--- src/rtl/core/zmp4_pkg.sv ---
// ---------------------------------------------------------------------------
// zmp4_pkg: shared types and constants
// payload structs, register map, queue status and divider helpers for the
// four load cell zero moment point block
// ---------------------------------------------------------------------------
package zmp4_pkg;

  // default fraction bits of moments, force and zmp
  localparam int FracBitsDef = 16;

  // register reset values (gains are unsigned q8.f)
  localparam logic [23:0] GainAReset = 24'd2032;
  localparam logic [23:0] GainBReset = 24'd1966;
  localparam logic [23:0] GainFReset = 24'd111740;

  localparam int AddrW = 4;

  // queue between front and back
  localparam int QDepth = 4;
  localparam int QPtrW  = $clog2(QDepth);
  localparam int QCntW  = $clog2(QDepth + 3);

  // quotient bits produced by each divider lane
  localparam int DivSteps = 34;
  localparam int DivCntW  = $clog2(DivSteps);

  typedef enum logic [1:0] {
    REG_GAIN_A  = 2'd0,
    REG_GAIN_B  = 2'd1,
    REG_GAIN_F  = 2'd2,
    REG_REVERSE = 2'd3
  } reg_idx_e;

  typedef enum logic [1:0] {
    ST_IDLE = 2'b01,
    ST_RUN  = 2'b10
  } back_st_e;

  typedef struct packed {
    logic signed [23:0] load_0;
    logic signed [23:0] load_1;
    logic signed [23:0] load_2;
    logic signed [23:0] load_3;
  } load_t;

  typedef struct packed {
    logic signed [47:0] moment_a;
    logic signed [47:0] moment_b;
    logic signed [47:0] vertical_force;
    logic signed [31:0] zmp_x;
    logic signed [31:0] zmp_y;
    logic               zmp_valid;
  } result_t;

  typedef struct packed {
    logic [23:0] gain_a;
    logic [23:0] gain_b;
    logic [23:0] gain_f;
    logic        reverse;
  } cfg_t;

  // one classified item waiting for the divider
  typedef struct packed {
    logic signed [47:0] ma;
    logic signed [47:0] mb;
    logic signed [47:0] fz;
    logic               ok;
  } entry_t;

  typedef struct packed {
    logic [QCntW-1:0] count;
    logic             empty;
  } q_stat_t;

  // clamp a 51 bit signed value into 48 bits
  function automatic logic signed [47:0] sat48(logic signed [50:0] v);
    logic signed [47:0] r;
    if (v[50:47] == 4'b0000 || v[50:47] == 4'b1111) begin
      r = v[47:0];
    end else if (v[50]) begin
      r = {1'b1, {47{1'b0}}};
    end else begin
      r = {1'b0, {47{1'b1}}};
    end
    return r;
  endfunction

  // apply sign and 32 bit saturation to a magnitude quotient
  function automatic logic signed [31:0] zmp_fin(logic [DivSteps-1:0] q, logic ovf,
                                                 logic neg);
    logic [31:0] r;
    if (neg) begin
      if (ovf || q > DivSteps'(34'h0_8000_0000)) begin
        r = 32'h8000_0000;
      end else begin
        r = -q[31:0];
      end
    end else begin
      if (ovf || q > DivSteps'(34'h0_7FFF_FFFF)) begin
        r = 32'h7FFF_FFFF;
      end else begin
        r = q[31:0];
      end
    end
    return $signed(r);
  endfunction

endpackage

--- src/rtl/core/zmp4_back.sv ---
// ---------------------------------------------------------------------------
// zmp4_back: zmp divider
// two restoring divider lanes, one quotient bit per cycle, and result register
// ---------------------------------------------------------------------------
module zmp4_back import zmp4_pkg::*; #(
  parameter int FracBits = FracBitsDef
) (
  input  logic    clk_i,
  input  logic    rst_ni,
  input  q_stat_t q_stat_i,
  input  entry_t  entry_i,
  output logic    pop_o,
  output logic    done_o,
  output result_t result_o
);

  localparam int NExtW = 48 + FracBits;

  back_st_e             state_q, state_d;
  logic [DivCntW-1:0]   cnt_q, cnt_d;
  logic [47:0]          d_q, d_d;
  entry_t               hold_q, hold_d;
  logic [47:0]          rem_q [2];
  logic [47:0]          rem_d [2];
  logic [DivSteps-1:0]  low_q [2];
  logic [DivSteps-1:0]  low_d [2];
  logic [DivSteps-1:0]  quo_q [2];
  logic [DivSteps-1:0]  quo_d [2];
  logic [1:0]           ovf_q, ovf_d, neg_q, neg_d;
  result_t              res_q, res_d;
  logic                 done_q, done_d;

  // lane step
  logic [48:0]          t_w    [2];
  logic [48:0]          diff_w [2];
  logic [1:0]           ge_w;
  logic [47:0]          rem_n  [2];
  logic [DivSteps-1:0]  quo_n  [2];
  // lane load
  logic signed [47:0]   num_w  [2];
  logic [47:0]          mag_w  [2];
  logic [NExtW-1:0]     next_w [2];
  logic [NExtW-1:0]     hi_w   [2];
  logic [1:0]           ovf0, neg0;

  assign done_o   = done_q;
  assign result_o = res_q;

  always_comb begin
    for (int i = 0; i < 2; i++) begin
      t_w[i]    = {rem_q[i], low_q[i][DivSteps-1]};
      diff_w[i] = t_w[i] - {1'b0, d_q};
      ge_w[i]   = t_w[i] >= {1'b0, d_q};
      rem_n[i]  = ge_w[i] ? diff_w[i][47:0] : t_w[i][47:0];
      quo_n[i]  = {quo_q[i][DivSteps-2:0], ge_w[i]};
    end
  end

  // magnitude scaled by 2^f; top part above the quotient window seeds the remainder
  assign num_w[0] = entry_i.ma;
  assign num_w[1] = entry_i.mb;
  always_comb begin
    for (int i = 0; i < 2; i++) begin
      neg0[i]   = num_w[i][47];
      mag_w[i]  = neg0[i] ? 48'(-num_w[i]) : 48'(num_w[i]);
      next_w[i] = {mag_w[i], {FracBits{1'b0}}};
      hi_w[i]   = next_w[i] >> DivSteps;
      ovf0[i]   = hi_w[i] >= NExtW'($unsigned(entry_i.fz));
    end
  end

  always_comb begin
    state_d = state_q;
    cnt_d   = cnt_q;
    d_d     = d_q;
    hold_d  = hold_q;
    rem_d   = rem_q;
    low_d   = low_q;
    quo_d   = quo_q;
    ovf_d   = ovf_q;
    neg_d   = neg_q;
    res_d   = res_q;
    done_d  = 1'b0;
    pop_o   = 1'b0;
    unique case (state_q)
      ST_IDLE: begin
        if (!q_stat_i.empty) begin
          pop_o  = 1'b1;
          hold_d = entry_i;
          if (entry_i.ok) begin
            d_d   = $unsigned(entry_i.fz);
            ovf_d = ovf0;
            neg_d = neg0;
            for (int i = 0; i < 2; i++) begin
              rem_d[i] = hi_w[i][47:0];
              low_d[i] = next_w[i][DivSteps-1:0];
              quo_d[i] = '0;
            end
            cnt_d   = '0;
            state_d = ST_RUN;
          end else begin
            res_d  = '{moment_a: entry_i.ma, moment_b: entry_i.mb,
                       vertical_force: entry_i.fz, zmp_x: '0, zmp_y: '0,
                       zmp_valid: 1'b0};
            done_d = 1'b1;
          end
        end
      end
      ST_RUN: begin
        for (int i = 0; i < 2; i++) begin
          rem_d[i] = rem_n[i];
          low_d[i] = {low_q[i][DivSteps-2:0], 1'b0};
          quo_d[i] = quo_n[i];
        end
        cnt_d = cnt_q + 1'b1;
        if (cnt_q == DivCntW'(DivSteps - 1)) begin
          res_d   = '{moment_a: hold_q.ma, moment_b: hold_q.mb,
                      vertical_force: hold_q.fz,
                      zmp_x: zmp_fin(quo_n[0], ovf_q[0], neg_q[0]),
                      zmp_y: zmp_fin(quo_n[1], ovf_q[1], neg_q[1]),
                      zmp_valid: 1'b1};
          done_d  = 1'b1;
          state_d = ST_IDLE;
        end
      end
      default: state_d = ST_IDLE;
    endcase
  end

  always_ff @(posedge clk_i or negedge rst_ni) begin
    if (!rst_ni) begin
      state_q <= ST_IDLE;
      done_q  <= 1'b0;
      cnt_q   <= '0;
    end else begin
      state_q <= state_d;
      done_q  <= done_d;
      cnt_q   <= cnt_d;
    end
  end

  always_ff @(posedge clk_i) begin
    d_q    <= d_d;
    hold_q <= hold_d;
    rem_q  <= rem_d;
    low_q  <= low_d;
    quo_q  <= quo_d;
    ovf_q  <= ovf_d;
    neg_q  <= neg_d;
    res_q  <= res_d;
  end

endmodule

--- config.mk ---
export PLATFORM = sky130hd
export DESIGN_NAME = zmp4_back
export DESIGN_NICKNAME = d
export VERILOG_FILES = /design/src/rtl/core/zmp4_pkg.sv /design/src/rtl/core/zmp4_back.sv
export SDC_FILE = /design/constraint.sdc
export NUM_CORES = 1
export LEC_CHECK = 0
export BUFFER_PORTS_ARGS = -buffer_cell sky130_fd_sc_hd__buf_2
export CORE_ASPECT_RATIO = 2
export CORE_UTILIZATION = 27
export DETAILED_ROUTE_END_ITERATION = 10
export PLACE_DENSITY = 0.5
export SETUP_SLACK_MARGIN = 0.4
export SYNTH_ARGS = -nofsm -noshare
export SYNTH_HDL_FRONTEND = slang
export SYNTH_SLANG_ARGS = --single-unit
--- constraint.sdc ---
create_clock -name clk_i -period 17.04 [get_ports clk_i]
set_input_delay 3.408 -clock clk_i [delete_from_list [all_inputs] [get_ports clk_i]]
set_output_delay 3.408 -clock clk_i [all_outputs]
set_load 0.05 [all_outputs]
=== Yosys cells after proc, flatten, opt, wreduce, memory -nomap -nowiden ===
Index checks and enable logic that the tools add are counted.

* Output and inout bits: 211
* Register bits after elaboration: 644
* Logic and storage cells: 90

* Magnitude comparators: 8
* Muxes and demuxes: 36
* Add/sub/neg operators: 7
* Bitwise logic cells: 1
* Eq/ne operators: 7
* Reduce and logical (&&, ||, !) cells: 10

{| class="wikitable"
|+ Operator list
! cell !! count
|-
| 209-bit 2-to-1 mux || 3
|-
| 209-bit one-hot mux with 2 select lines || 1
|-
| 32-bit 2-to-1 mux || 6
|-
| 48-bit 2-to-1 mux || 4
|-
| 96-bit 2-to-1 mux || 2
|-
| 96-bit one-hot mux with 2 select lines || 1
|-
| 68-bit 2-to-1 mux || 2
|-
| 68-bit one-hot mux with 2 select lines || 1
|-
| 67-bit 2-to-1 mux || 2
|-
| 67-bit one-hot mux with 2 select lines || 1
|-
| 49-bit by 48-bit greater-or-equal comparator with 1-bit output || 2
|-
| 30-bit by 48-bit greater-or-equal comparator with 1-bit output || 2
|-
| 48-bit negation || 2
|-
| 48-bit subtractor || 2
|-
| 34-bit by 31-bit greater-than comparator with 1-bit output, second input constant || 2
|-
| 34-bit by 32-bit greater-than comparator with 1-bit output, second input constant || 2
|-
| 32-bit negation || 2
|-
| 6-bit 2-to-1 mux || 2
|-
| 6-bit one-hot mux with 2 select lines || 1
|-
| 3-bit AND reduction || 3
|-
| 2-bit inequality test, second input constant || 4
|-
| 6-bit by 1-bit adder with 6-bit output, second input constant || 1
|-
| 6-bit equality test, second input constant || 1
|-
| 2-bit 2-to-1 mux || 3
|-
| other kinds (10) || 17
|}

=== Logic depth before layout (Yosys ltp) ===
Gate-level depths: netlist of the first run.

* Depth in word-level cells: 7
* Gate-level depth with buffers: 27
* Depth with buffers taken out: 22

=== Worst setup path before layout of the first run ===
Ideal clock, no wire load.

* Path type: input -> register
* From: input q_stat_i[0] (netlist bit)
* To: register cnt_q[4]
* Path buffers: 0
* Stages on the path: 8
* Setup time: 0.073 ns
* Path slack: -0.380 ns
* Data arrival time: 17.348 ns
* Cell sequence: nor2b_1 > nand2_1 > inv_1 > nor2_1 > inv_1 > nand4_1 > xor2_1 > nor2_1

* Cells in the longest elaborated chain, start to end: 2

{| class="wikitable"
|+ Ends and longest elaborated chain
! item !! RTL line !! text
|-
| start, declared || zmp4_back.sv:10 || <nowiki>input q_stat_t q_stat_i,</nowiki>
|-
| 2-bit inequality test (no source line) || -- ||
|-
| 3-bit AND reduction (no source line) || -- ||
|-
| end signal, assigned || zmp4_back.sv:138 || <nowiki>cnt_q <= cnt_d;</nowiki>
|-
| end, declared || zmp4_back.sv:20 || <nowiki>logic [DivCntW-1:0] cnt_q, cnt_d;</nowiki>
|}

Every way passes these cells.
A chain may end at the register's enable or synchronous reset.

=== Worst setup path in the final report of the first run ===
* From: input entry_i[98] (netlist bit)
* To: register ovf_q[0], data pin

* Cells in the longest elaborated chain, start to end: 3

{| class="wikitable"
|+ Ends and longest elaborated chain
! item !! RTL line !! text
|-
| start, declared || zmp4_back.sv:11 || <nowiki>input entry_t entry_i,</nowiki>
|-
| 48-bit negation || zmp4_back.sv:65 || <nowiki>mag_w[i] = neg0[i] ? 48'(-num_w[i]) : 48'(num_w[i]);</nowiki>
|-
| 48-bit 2-to-1 mux || zmp4_back.sv:65 ||
|-
| 30-bit by 48-bit greater-or-equal comparator with 1-bit output || zmp4_back.sv:68 || <nowiki>ovf0[i] = hi_w[i] >= NExtW'($unsigned(entry_i.fz));</nowiki>
|-
| via ovf0[0] || zmp4_back.sv:44 || <nowiki>logic [1:0] ovf0, neg0;</nowiki>
|-
| end signal, assigned || zmp4_back.sv:148 || <nowiki>ovf_q <= ovf_d;</nowiki>
|-
| end, declared || zmp4_back.sv:29 || <nowiki>logic [1:0] ovf_q, ovf_d, neg_q, neg_d;</nowiki>
|}

The timed path passes the listed nets, and every way through them passes these cells.

==> results of run 1 <==
-- layer usage --
layer  wire (µm)  up-vias  share of wire
met2       59300      589           0.54
met3        4290      195          0.039
met4        7627        8          0.070
met5          39        -        0.00036
met1       37850    12100           0.35
li1            -    11980              -
-- cells by family after synthesis --
family | share of synthesized area
buffers and inverters | 0.03110
and+or+nand+nor | 0.1295
xor gates and xnor gates | 0.04551
adders and majority gates | 0.06176
DFF | 0.5412
AOI/OAI and AO/OA | 0.1499
muxes | 0.04100
-- through the flow --
step / utilization / power [mW] / worst slack, ns / instances / hold WS, ns
after floorplan: - / 3.797 / 2.963 / 3054 / 0.4885
after global placement: 0.3007 / 4.351 / 8.279 / 4950 / 0.5067
after detailed placement: 0.3007 / 4.365 / 8.252 / 4950 / 0.5112
after CTS: 0.3178 / 5.875 / 8.935 / 5063 / 0.5259
after global routing: 0.3178 / 6.104 / 8.671 / 5064 / 0.5341
final: 0.3179 / 5.781 / 8.894 / 5068 / 0.5219
-- where the power goes --
group	leakage, nW	switching [mW]	internal [mW]
Combinational	7.82	1.47	0.607
Sequential	5.77	0.133	2.10
Clock	1.03	0.654	0.814
Total	14.6	2.26	3.53
-- critical path: cells and delay by family --
family          cells  cell delay (ns)
buf+inv             1             0.13
fa+ha+maj           1             0.31
simple gates       10             2.67
compound gates      8             1.78
xor+xnor            1             0.22
-- cells in the final DEF (no fill, tap or decap), drive strengths merged, types with 8 or more instances in the layout --
cell type / netlist / layout
edfxtp: 603 / 603
buf: 29 / 380
nand2: 260 / 260
nor2: 246 / 246
o21ai: 235 / 235
a21oi: 223 / 223
ha: 164 / 164
inv: 124 / 128
xnor2: 112 / 112
mux2: 110 / 110
a21o: 82 / 82
and2: 68 / 68
clkbuf: 120 / 65
xor2: 64 / 64
nor3: 53 / 53
o31ai: 46 / 46
a31oi: 42 / 42
nand4: 40 / 40
nand3: 37 / 37
or3: 37 / 37
nand2b: 33 / 33
clkinv: 1 / 31
o41ai: 30 / 30
a211oi: 25 / 25
or4: 25 / 25
nor2b: 24 / 24
nor4: 18 / 18
o21bai: 17 / 17
o21a: 16 / 16
mux2i: 15 / 15
or2: 15 / 15
o211ai: 13 / 13
and3: 11 / 11
a221oi: 11 / 11
o31a: 10 / 10
bufinv: 0 / 10
a2111oi: 9 / 9
nand4b: 8 / 8
dfrtp: 8 / 8
-- how the worst max path moves through the flow --
| stage | start | to | slack, ns | cells after the start |
|---|---|---|---|---|
| after floorplan | q_stat_i[0] | cnt_q[4] | 2.96 | 8 |
| after detailed placement | entry_i[98] | ovf_q[0] | 8.25 | 21 |
| after CTS | entry_i[98] | ovf_q[0] | 8.94 | 21 |
| final | entry_i[98] | ovf_q[0] | 8.89 | 21 |
| after global placement | entry_i[98] | ovf_q[0] | 8.28 | 21 |
| after global routing | entry_i[98] | ovf_q[0] | 8.67 | 21 |
-- area by class of cell --
type	count	area [µm²]
sequential	612	18330
clock inverter	48	584.3
inverter	125	478.0
timing repair buffer	380	1969
tap	1665	2083
multi-input combinational	2168	14530
fill	12820	84800
clock buffer	65	1541
antenna	5	12.51
-- registers in the layout, indices dropped and copies added (netlist names) --
signal and cells:
result_o 209, state_q 2, neg_q 2, rem_q 96, quo_n 66, hold_q 144, cnt_q 6, low_q 36
done_o 1, ovf_q 2, d_q 48
-- cells in the mapped netlist, types with 25 or more instances --
| cell | n |
|---|---|
| sky130_fd_sc_hd__a31oi_1 | 42 |
| sky130_fd_sc_hd__nand4_1 | 40 |
| sky130_fd_sc_hd__inv_1 | 121 |
| sky130_fd_sc_hd__nand3_1 | 36 |
| sky130_fd_sc_hd__nand2b_1 | 28 |
| sky130_fd_sc_hd__o21ai_0 | 212 |
| sky130_fd_sc_hd__a21o_1 | 82 |
| sky130_fd_sc_hd__xor2_1 | 64 |
| sky130_fd_sc_hd__xnor2_1 | 112 |
| sky130_fd_sc_hd__nor2_1 | 245 |
| sky130_fd_sc_hd__a21oi_1 | 223 |
| sky130_fd_sc_hd__mux2_2 | 110 |
| sky130_fd_sc_hd__or3_1 | 35 |
| sky130_fd_sc_hd__nor3_1 | 53 |
| sky130_fd_sc_hd__nand2_1 | 258 |
| sky130_fd_sc_hd__clkbuf_1 | 120 |
| sky130_fd_sc_hd__edfxtp_1 | 603 |
| sky130_fd_sc_hd__and2_1 | 67 |
| sky130_fd_sc_hd__o31ai_1 | 43 |
| sky130_fd_sc_hd__ha_1 | 164 |
| sky130_fd_sc_hd__a211oi_1 | 25 |
==> results summary, run 1 <==
The die is 502.9 µm tall. For this run the aggregate overflow at the end of global routing stands at 0. The count of unique library cells instantiated by Yosys came out at 89. The cell at the slowest stage of the critical path is sky130_fd_sc_hd__or4_1. The number of sinks driven by the clock tree is 612. The path with the worst hold slack has its endpoint at state_q[0]. The global-route met1 utilization is 0.1646.

The synthesized instance count came out at 3054. The first-pass iteration count of the detailed router is 5. The met3 routing resource usage after global routing is 0.02641.

The leakage component of the power is 14.62 nW. The share of synthesized area in the top cell type comes to 0.5346. The setup clock skew after layout is 0.04302 ns. In this run the mean area of a mapped cell was 11.09 µm². The detailed router's first-iteration violation count came out at 978. The sequential share of the synthesized area came out at 0.5412. The worst hold path begins at state_q[0]. Synthesis inferred 612 register bits. After synthesis, the cell types taking the most area are sky130_fd_sc_hd__edfxtp_1 (53%), sky130_fd_sc_hd__ha_1 (6.1%), sky130_fd_sc_hd__mux2_2 (3.7%).

sky130_fd_sc_hd__edfxtp_1 takes more of the synthesized area than any other cell. The worst reg-to-reg path cell count is 20. The number of hold-slack violations in the final timing report is 0. The global router's overall resource usage came out at 0.1703. The final routed wirelength across all metal layers is 109100 µm. The largest net degree at the start of global routing came out at 171. The area added between synthesis and finish came out at 16.69%. Setup repair after global routing left no endpoint under its margin. In this run the worst hold path is classified as reg -> reg. The element type at the critical path start is a primary input.

The critical path arrival is 8.56 ns. The highest ir drop seen on vdd is 0.09270 mV. The number of flops mapped to enable cells by yosys is 603. For the final routed database, the setup TNS stands at 0 ns. The number of global-route vias before repair came to 25650.

The delay of the slowest cell on the worst path came out at 0.63 ns. The post-synthesis async set-or-reset flop share came out at 0.01471. The number of nets with antenna violations after routing is 0. In this run, post-CTS hold repair placed 0 buffers.

The die covers 0.1270 mm². The endpoint identified for the worst register-to-register timing path is result_o[28]. The last weighted congestion value of the routability-driven placer came out at 0.8534. The class of the most critical setup path is in -> reg.

Summing all placed instances gives a cell area of 0.03739 mm². At the worst endpoint, the required time is 17.46 ns. The run finished with clean final reports. TritonCTS built the clock tree.

The detail-routed via count per cell came out at 4.908. The actual transition at the worst max-transition pin is 1.002 ns. The total of max-cap violations came out at 0. The worst-case register-to-register setup slack is 9.62 ns.

The worst flop-to-flop path startpoint is d_q[1]. During placement, the flow inserted port buffers numbering 358. After floorplanning, the core was divided into 183 placement rows. In this run the worst path has a maximum fanout of 9. The number of I/O pins came out at 362. The effective utilization at floorplan is 0.2724. The most used flip-flop cell after synthesis is sky130_fd_sc_hd__edfxtp_1.

The worst setup path is captured at a flop. The critical path goes through buf_2 -> nor4_1 -> nand2_1 -> or4_1 -> or3_4 -> nand2b_4 -> nand2b_1 -> o31ai_1 -> xnor2_1 -> ha_1 -> a21oi_1 -> nor2b_1 -> o21ai_0 -> nand2b_1 -> a21oi_1 -> nor2b_1 -> o21ai_0 -> nand2b_1 -> a21oi_1 -> a211oi_1 -> o31a_1. The worst path in the final design needs a cycle of 8.146 ns, including I/O delays and setup. The post-cts repair resize count is 0. The worst slew slack as a fraction of its limit came out at 0.3319.

The first global-routing pass estimated 161900 µm of wire. The worst hold path stage count is 1. The root buffer cell chosen for the clock tree is sky130_fd_sc_hd__clkbuf_16. The maximum number of buffers from clock root to sink is 3.

The area of the core is 0.1243 mm². The total power divided by cell area is 146.2 mW/mm². The via count came out at 24870.

The clock transition at the registers of the reported paths is 0.06 ns. The max-slew violation total from the final report is 0. The combined area of all synthesized cells came out at 0.03387 mm². The met2 capacity usage during global routing came out at 0.3291. The number of buffers inserted during clock tree synthesis is 61. The count of H-tree levels built during CTS is 2.

The peak clock frequency supported by timing is 122.8 MHz. The global routing stage identified its most utilized layer as met2. The cell area after layout came out at 0.03953 mm². For the worst-skew pair, the clock arrives at the later sink with an insertion delay of 0.70 ns. The Yosys warning count came out at 0.

The number of setup buffers added after CTS is 0. The final period utilization is 0.4780. The floorplan step set the die width to 252.5 µm. The half-perimeter wire length after detailed placement came out at 81180 µm.

The fraction of final layout cells with drive strength greater than 1 is 0.1883. The total of endpoints with negative setup slack in the final report came out at 0. The average wire per standard cell is 21.53 µm. The number of nets produced by synthesis is 3371. The initial antenna violation count came out at 10. For this run, the post-layout net count is 3665.

In the routed design, unresolved DRC markers number 0.
No activity file was read; power rests on OpenSTA's default activity.
==> run 2, diff against run 1 <==
- ABC_AREA: unset -> 1
- clock period: 17.04 -> 8.05 ns (I/O delays scaled with it)
==> results summary, run 2 <==
The root buffer cell chosen for the clock tree is sky130_fd_sc_hd__clkbuf_16. Detailed placement finished with a half-perimeter wire length of 110400 µm. In the final routed layout, each cell accounts on average for 21.89 µm. The library cell used most frequently in the layout, excluding fill and tap cells, is sky130_fd_sc_hd__nand2_1. The average instance in the mapped netlist occupies 8.603 µm². By startpoint and endpoint, the worst setup path is classified as reg -> reg. The tool flagged a number of max-cap violations equal to 0. Data on the critical path arrives at its endpoint at 6.14 ns. Among all flip-flop cells after synthesis, the most frequent one is sky130_fd_sc_hd__edfxtp_1. STA classifies the critical path startpoint as a flop.

The setup slack at placement came out at 1.982 ns. The min-delay analysis places its worst path in the category reg -> reg. The number of rows in the core area is 191. Post-CTS repair changed the size of 0 cells.

For hold timing, the worst endpoint is result_o[105]. Counting the fill cells in the layout gives 14350. Setup repair after global routing left no endpoint under its margin.

The area growth from synthesis to layout is 15.35%. The number of flops mapped to enable cells by yosys is 603. The worst-case register-to-register setup slack came out at 2.38 ns. The worst path in the final design needs a cycle of 5.668 ns, including I/O delays and setup. After synthesis, the share of cell area in mux cells is 0.004091.

The cell area that synthesis handed to floorplanning was 0.03670 mm². The worst setup path is captured at a flop. The number of synthesized register bits came out at 612. Summed over all layers, the global routing overflow is 0.

The Yosys warning count came out at 0. The hold path startpoint is hold_q[41]. The worst hold path passes through 2 cells. The effective utilization at floorplan came out at 0.2718. The global router's overall resource usage is 0.1985. The setup clock skew after layout came out at 0.06772 ns.

The peak clock frequency supported by timing is 176.4 MHz. The clock transition at the registers of the reported paths came out at 0.07 ns. The simple logic cell fraction of the synthesized area came out at 0.2181. The post-synthesis share of cell area spent on full adders, half adders and majority gates came out at 0.05700.

The detailed router's first-iteration violation count came out at 1829. The leakage component of the power came out at 17.60 nW. The top cell types in the final layout, fill and taps aside, are sky130_fd_sc_hd__nand2_1 (1042), sky130_fd_sc_hd__edfxtp_1 (603), sky130_fd_sc_hd__inv_1 (560). The run finished with clean final reports. In this run, post-CTS hold repair placed 0 buffers. For the final routed database, the setup TNS stands at 0 ns.

The worst register-to-register path begins at d_q[16]. For the worst-skew pair, the clock arrives at the later sink with an insertion delay of 0.70 ns. The share of synthesized area in the top cell type comes to 0.4934. TritonCTS built the clock tree.

Wires add up to 139700 µm. The initial antenna violation count was 8. The post-synthesis async set-or-reset flop share came out at 0.01471. The post-synthesis share of cell area spent on xor and xnor gates came out at 0.03242. The final period utilization is 0.7041. The number of hold-slack violations in the final timing report is 0.

The count of unique library cells instantiated by Yosys is 60. The worst slew slack as a fraction of its limit came out at 0.1872. The number of nets produced by synthesis came out at 4583. The first-pass iteration count of the detailed router is 5. The total of endpoints with negative setup slack in the final report is 0. The port buffer count is 358. After detailed routing, the number of vias per cell comes to 4.779.

The number of global-route vias before repair is 30820. The area fraction in compound gates after synthesis is 0.1147. The largest net degree at the start of global routing is 149.

The sequential share of the synthesized area is 0.4996. The slack of the critical path came out at 2.382 ns. No sink is reached through more buffers than the 3 on the longest clock path. Synthesis produced 4266 cells. The max-slew violation total from the final report came out at 0. The worst-path maximum fanout came out at 44.

By area, the combinational part of the netlist is dominated by simple AND/OR/NAND/NOR gates. The worst reg-to-reg path cell count is 23. The count of H-tree levels built during CTS is 2.

The total power divided by cell area came out at 335.9 mW/mm². In this run the critical register-to-register path is captured at result_o[22]. The actual transition at the worst max-transition pin came out at 1.216 ns. The fraction of final layout cells with drive strength greater than 1 came out at 0.1218. By area the synthesized netlist is led by sky130_fd_sc_hd__edfxtp_1 (49%), sky130_fd_sc_hd__nand2_1 (11%), sky130_fd_sc_hd__inv_1 (5.7%). The number of I/O pins came out at 362.

After the last flow step, the layout net total stands at 4905. The highest ir drop seen on vdd is 0.2280 mV. The via count is 30510.

The count of nets left with antenna violations once routing finished came out at 0. At the end of routability-driven placement, the weighted congestion stood at 0.9316. At the worst endpoint, the required time is 8.52 ns.

The die covers 0.1375 mm². The slowest stage of the critical path belongs to the cell sky130_fd_sc_hd__nor2_4. The number of buffers inserted during clock tree synthesis came out at 61. Traced cell by cell, the critical path runs through inv_1 -> ha_1 -> a21oi_1 -> o21ai_0 -> a21oi_1 -> nand2_1 -> nand2_1 -> nand3_2 -> buf_4 -> inv_2 -> ha_1 -> nand2_2 -> nor2_2 -> inv_1 -> nor2_2 -> nand2_1 -> nor2_4 -> nand4_1 -> o21ai_2 -> nand2_2 -> nor2_4 -> nand3_1 -> a21oi_1.

Sorting the synthesized cells by how often they occur yields sky130_fd_sc_hd__nand2_1 (1043), sky130_fd_sc_hd__edfxtp_1 (603), sky130_fd_sc_hd__inv_1 (561). sky130_fd_sc_hd__nand2_1 is the most common cell in the netlist. From bottom edge to top edge, the die measures 523.4 µm. The top cell type by total area after synthesis is sky130_fd_sc_hd__edfxtp_1.

The number of setup buffers added after CTS is 0. The number of sinks driven by the clock tree came out at 612. The number of flip-flops in the largest register came out at 209.

The detailed-route DRC error count came out at 0. The die width is 262.7 µm. The first-pass GRT wire length is 201000 µm. The delay of the slowest cell on the worst path is 0.62 ns. The area of the core came out at 0.1350 mm².
## run 2: worst max-delay path: cells and delay by family (launching register included)
family,cells,cell delay (ns)
adder cells (fa/ha/maj),2,0.58
AO/OA/AOI/OAI,5,1.09
flip-flops,1,0.35
AND/OR/NAND/NOR,12,2.36
buffers and inverters,4,1.01
## run 2: cell type report
cell class	instances	area [µm²]	share of cell area
Timing Repair Buffer	378	1979	0.04676
Sequential cell	612	18330	0.4331
Antenna cell	7	17.52	0.0004138
Inverter	572	2152	0.05084
Clock inverter	40	365.4	0.008631
Multi-Input combinational cell	2963	15690	0.3707
Tap cell	1737	2173	0.05134
Clock buffer	74	1617	0.03819
## run 2: power breakdown
part	internal, mW	switching, mW	leakage [nW]	total (mW)
combinational	1.45	4.69	10.9	6.14
sequential	4.76	0.373	5.76	5.13
clock	1.57	1.38	0.958	2.95
total	7.77	6.45	17.6	14.2
## run 2: logic make-up after synthesis
| family | count (synthesis) |
|---|---|
| fa+ha+maj | 166 |
| compound gates | 762 |
| simple gates | 1885 |
| xor+xnor | 135 |
| mux | 15 |
| buf+inv | 691 |
| flops | 612 |
## run 2: worst max path at each step
stage	start	end	slack, ns	cells after the start
global placement	entry_i[98]	ovf_q[0]	2.02	18
CTS	d_q[7]	result_o[22]	2.23	25
detailed placement	entry_i[98]	ovf_q[0]	1.98	19
floorplan	q_stat_i[0]	cnt_q[4]	0.35	7
finish	d_q[16]	result_o[22]	2.38	23
global route	d_q[7]	result_o[22]	1.96	25
## run 2: per-layer routing
metal,share of wire,wire length [µm],track usage,vias up
li1,-,-,-,15100
met1,0.33,45640,0.1797,14380
met2,0.55,76820,0.3928,763
met3,0.038,5279,0.02609,262
met4,0.086,11980,0.1552,2
met5,0.000072,10,0,-
## run 2: per-stage QoR
| step | std cells | cell area [µm²] | util | power, mW | hold WS [ns] |
|---|---|---|---|---|---|
| 2_1_floorplan | 4266 | 36720 | - | 9.477 | 0.4700 |
| 3_3_place_gp | 6262 | 40330 | 0.2987 | 11.36 | 0.5001 |
| 3_5_place_dp | 6262 | 40330 | 0.2987 | 11.37 | 0.5023 |
| 4_1_cts | 6376 | 42310 | 0.3134 | 14.39 | 0.5096 |
| 5_1_grt | 6377 | 42320 | 0.3134 | 15.01 | 0.5314 |
| 6_report | 6383 | 42330 | 0.3135 | 14.22 | 0.5150 |
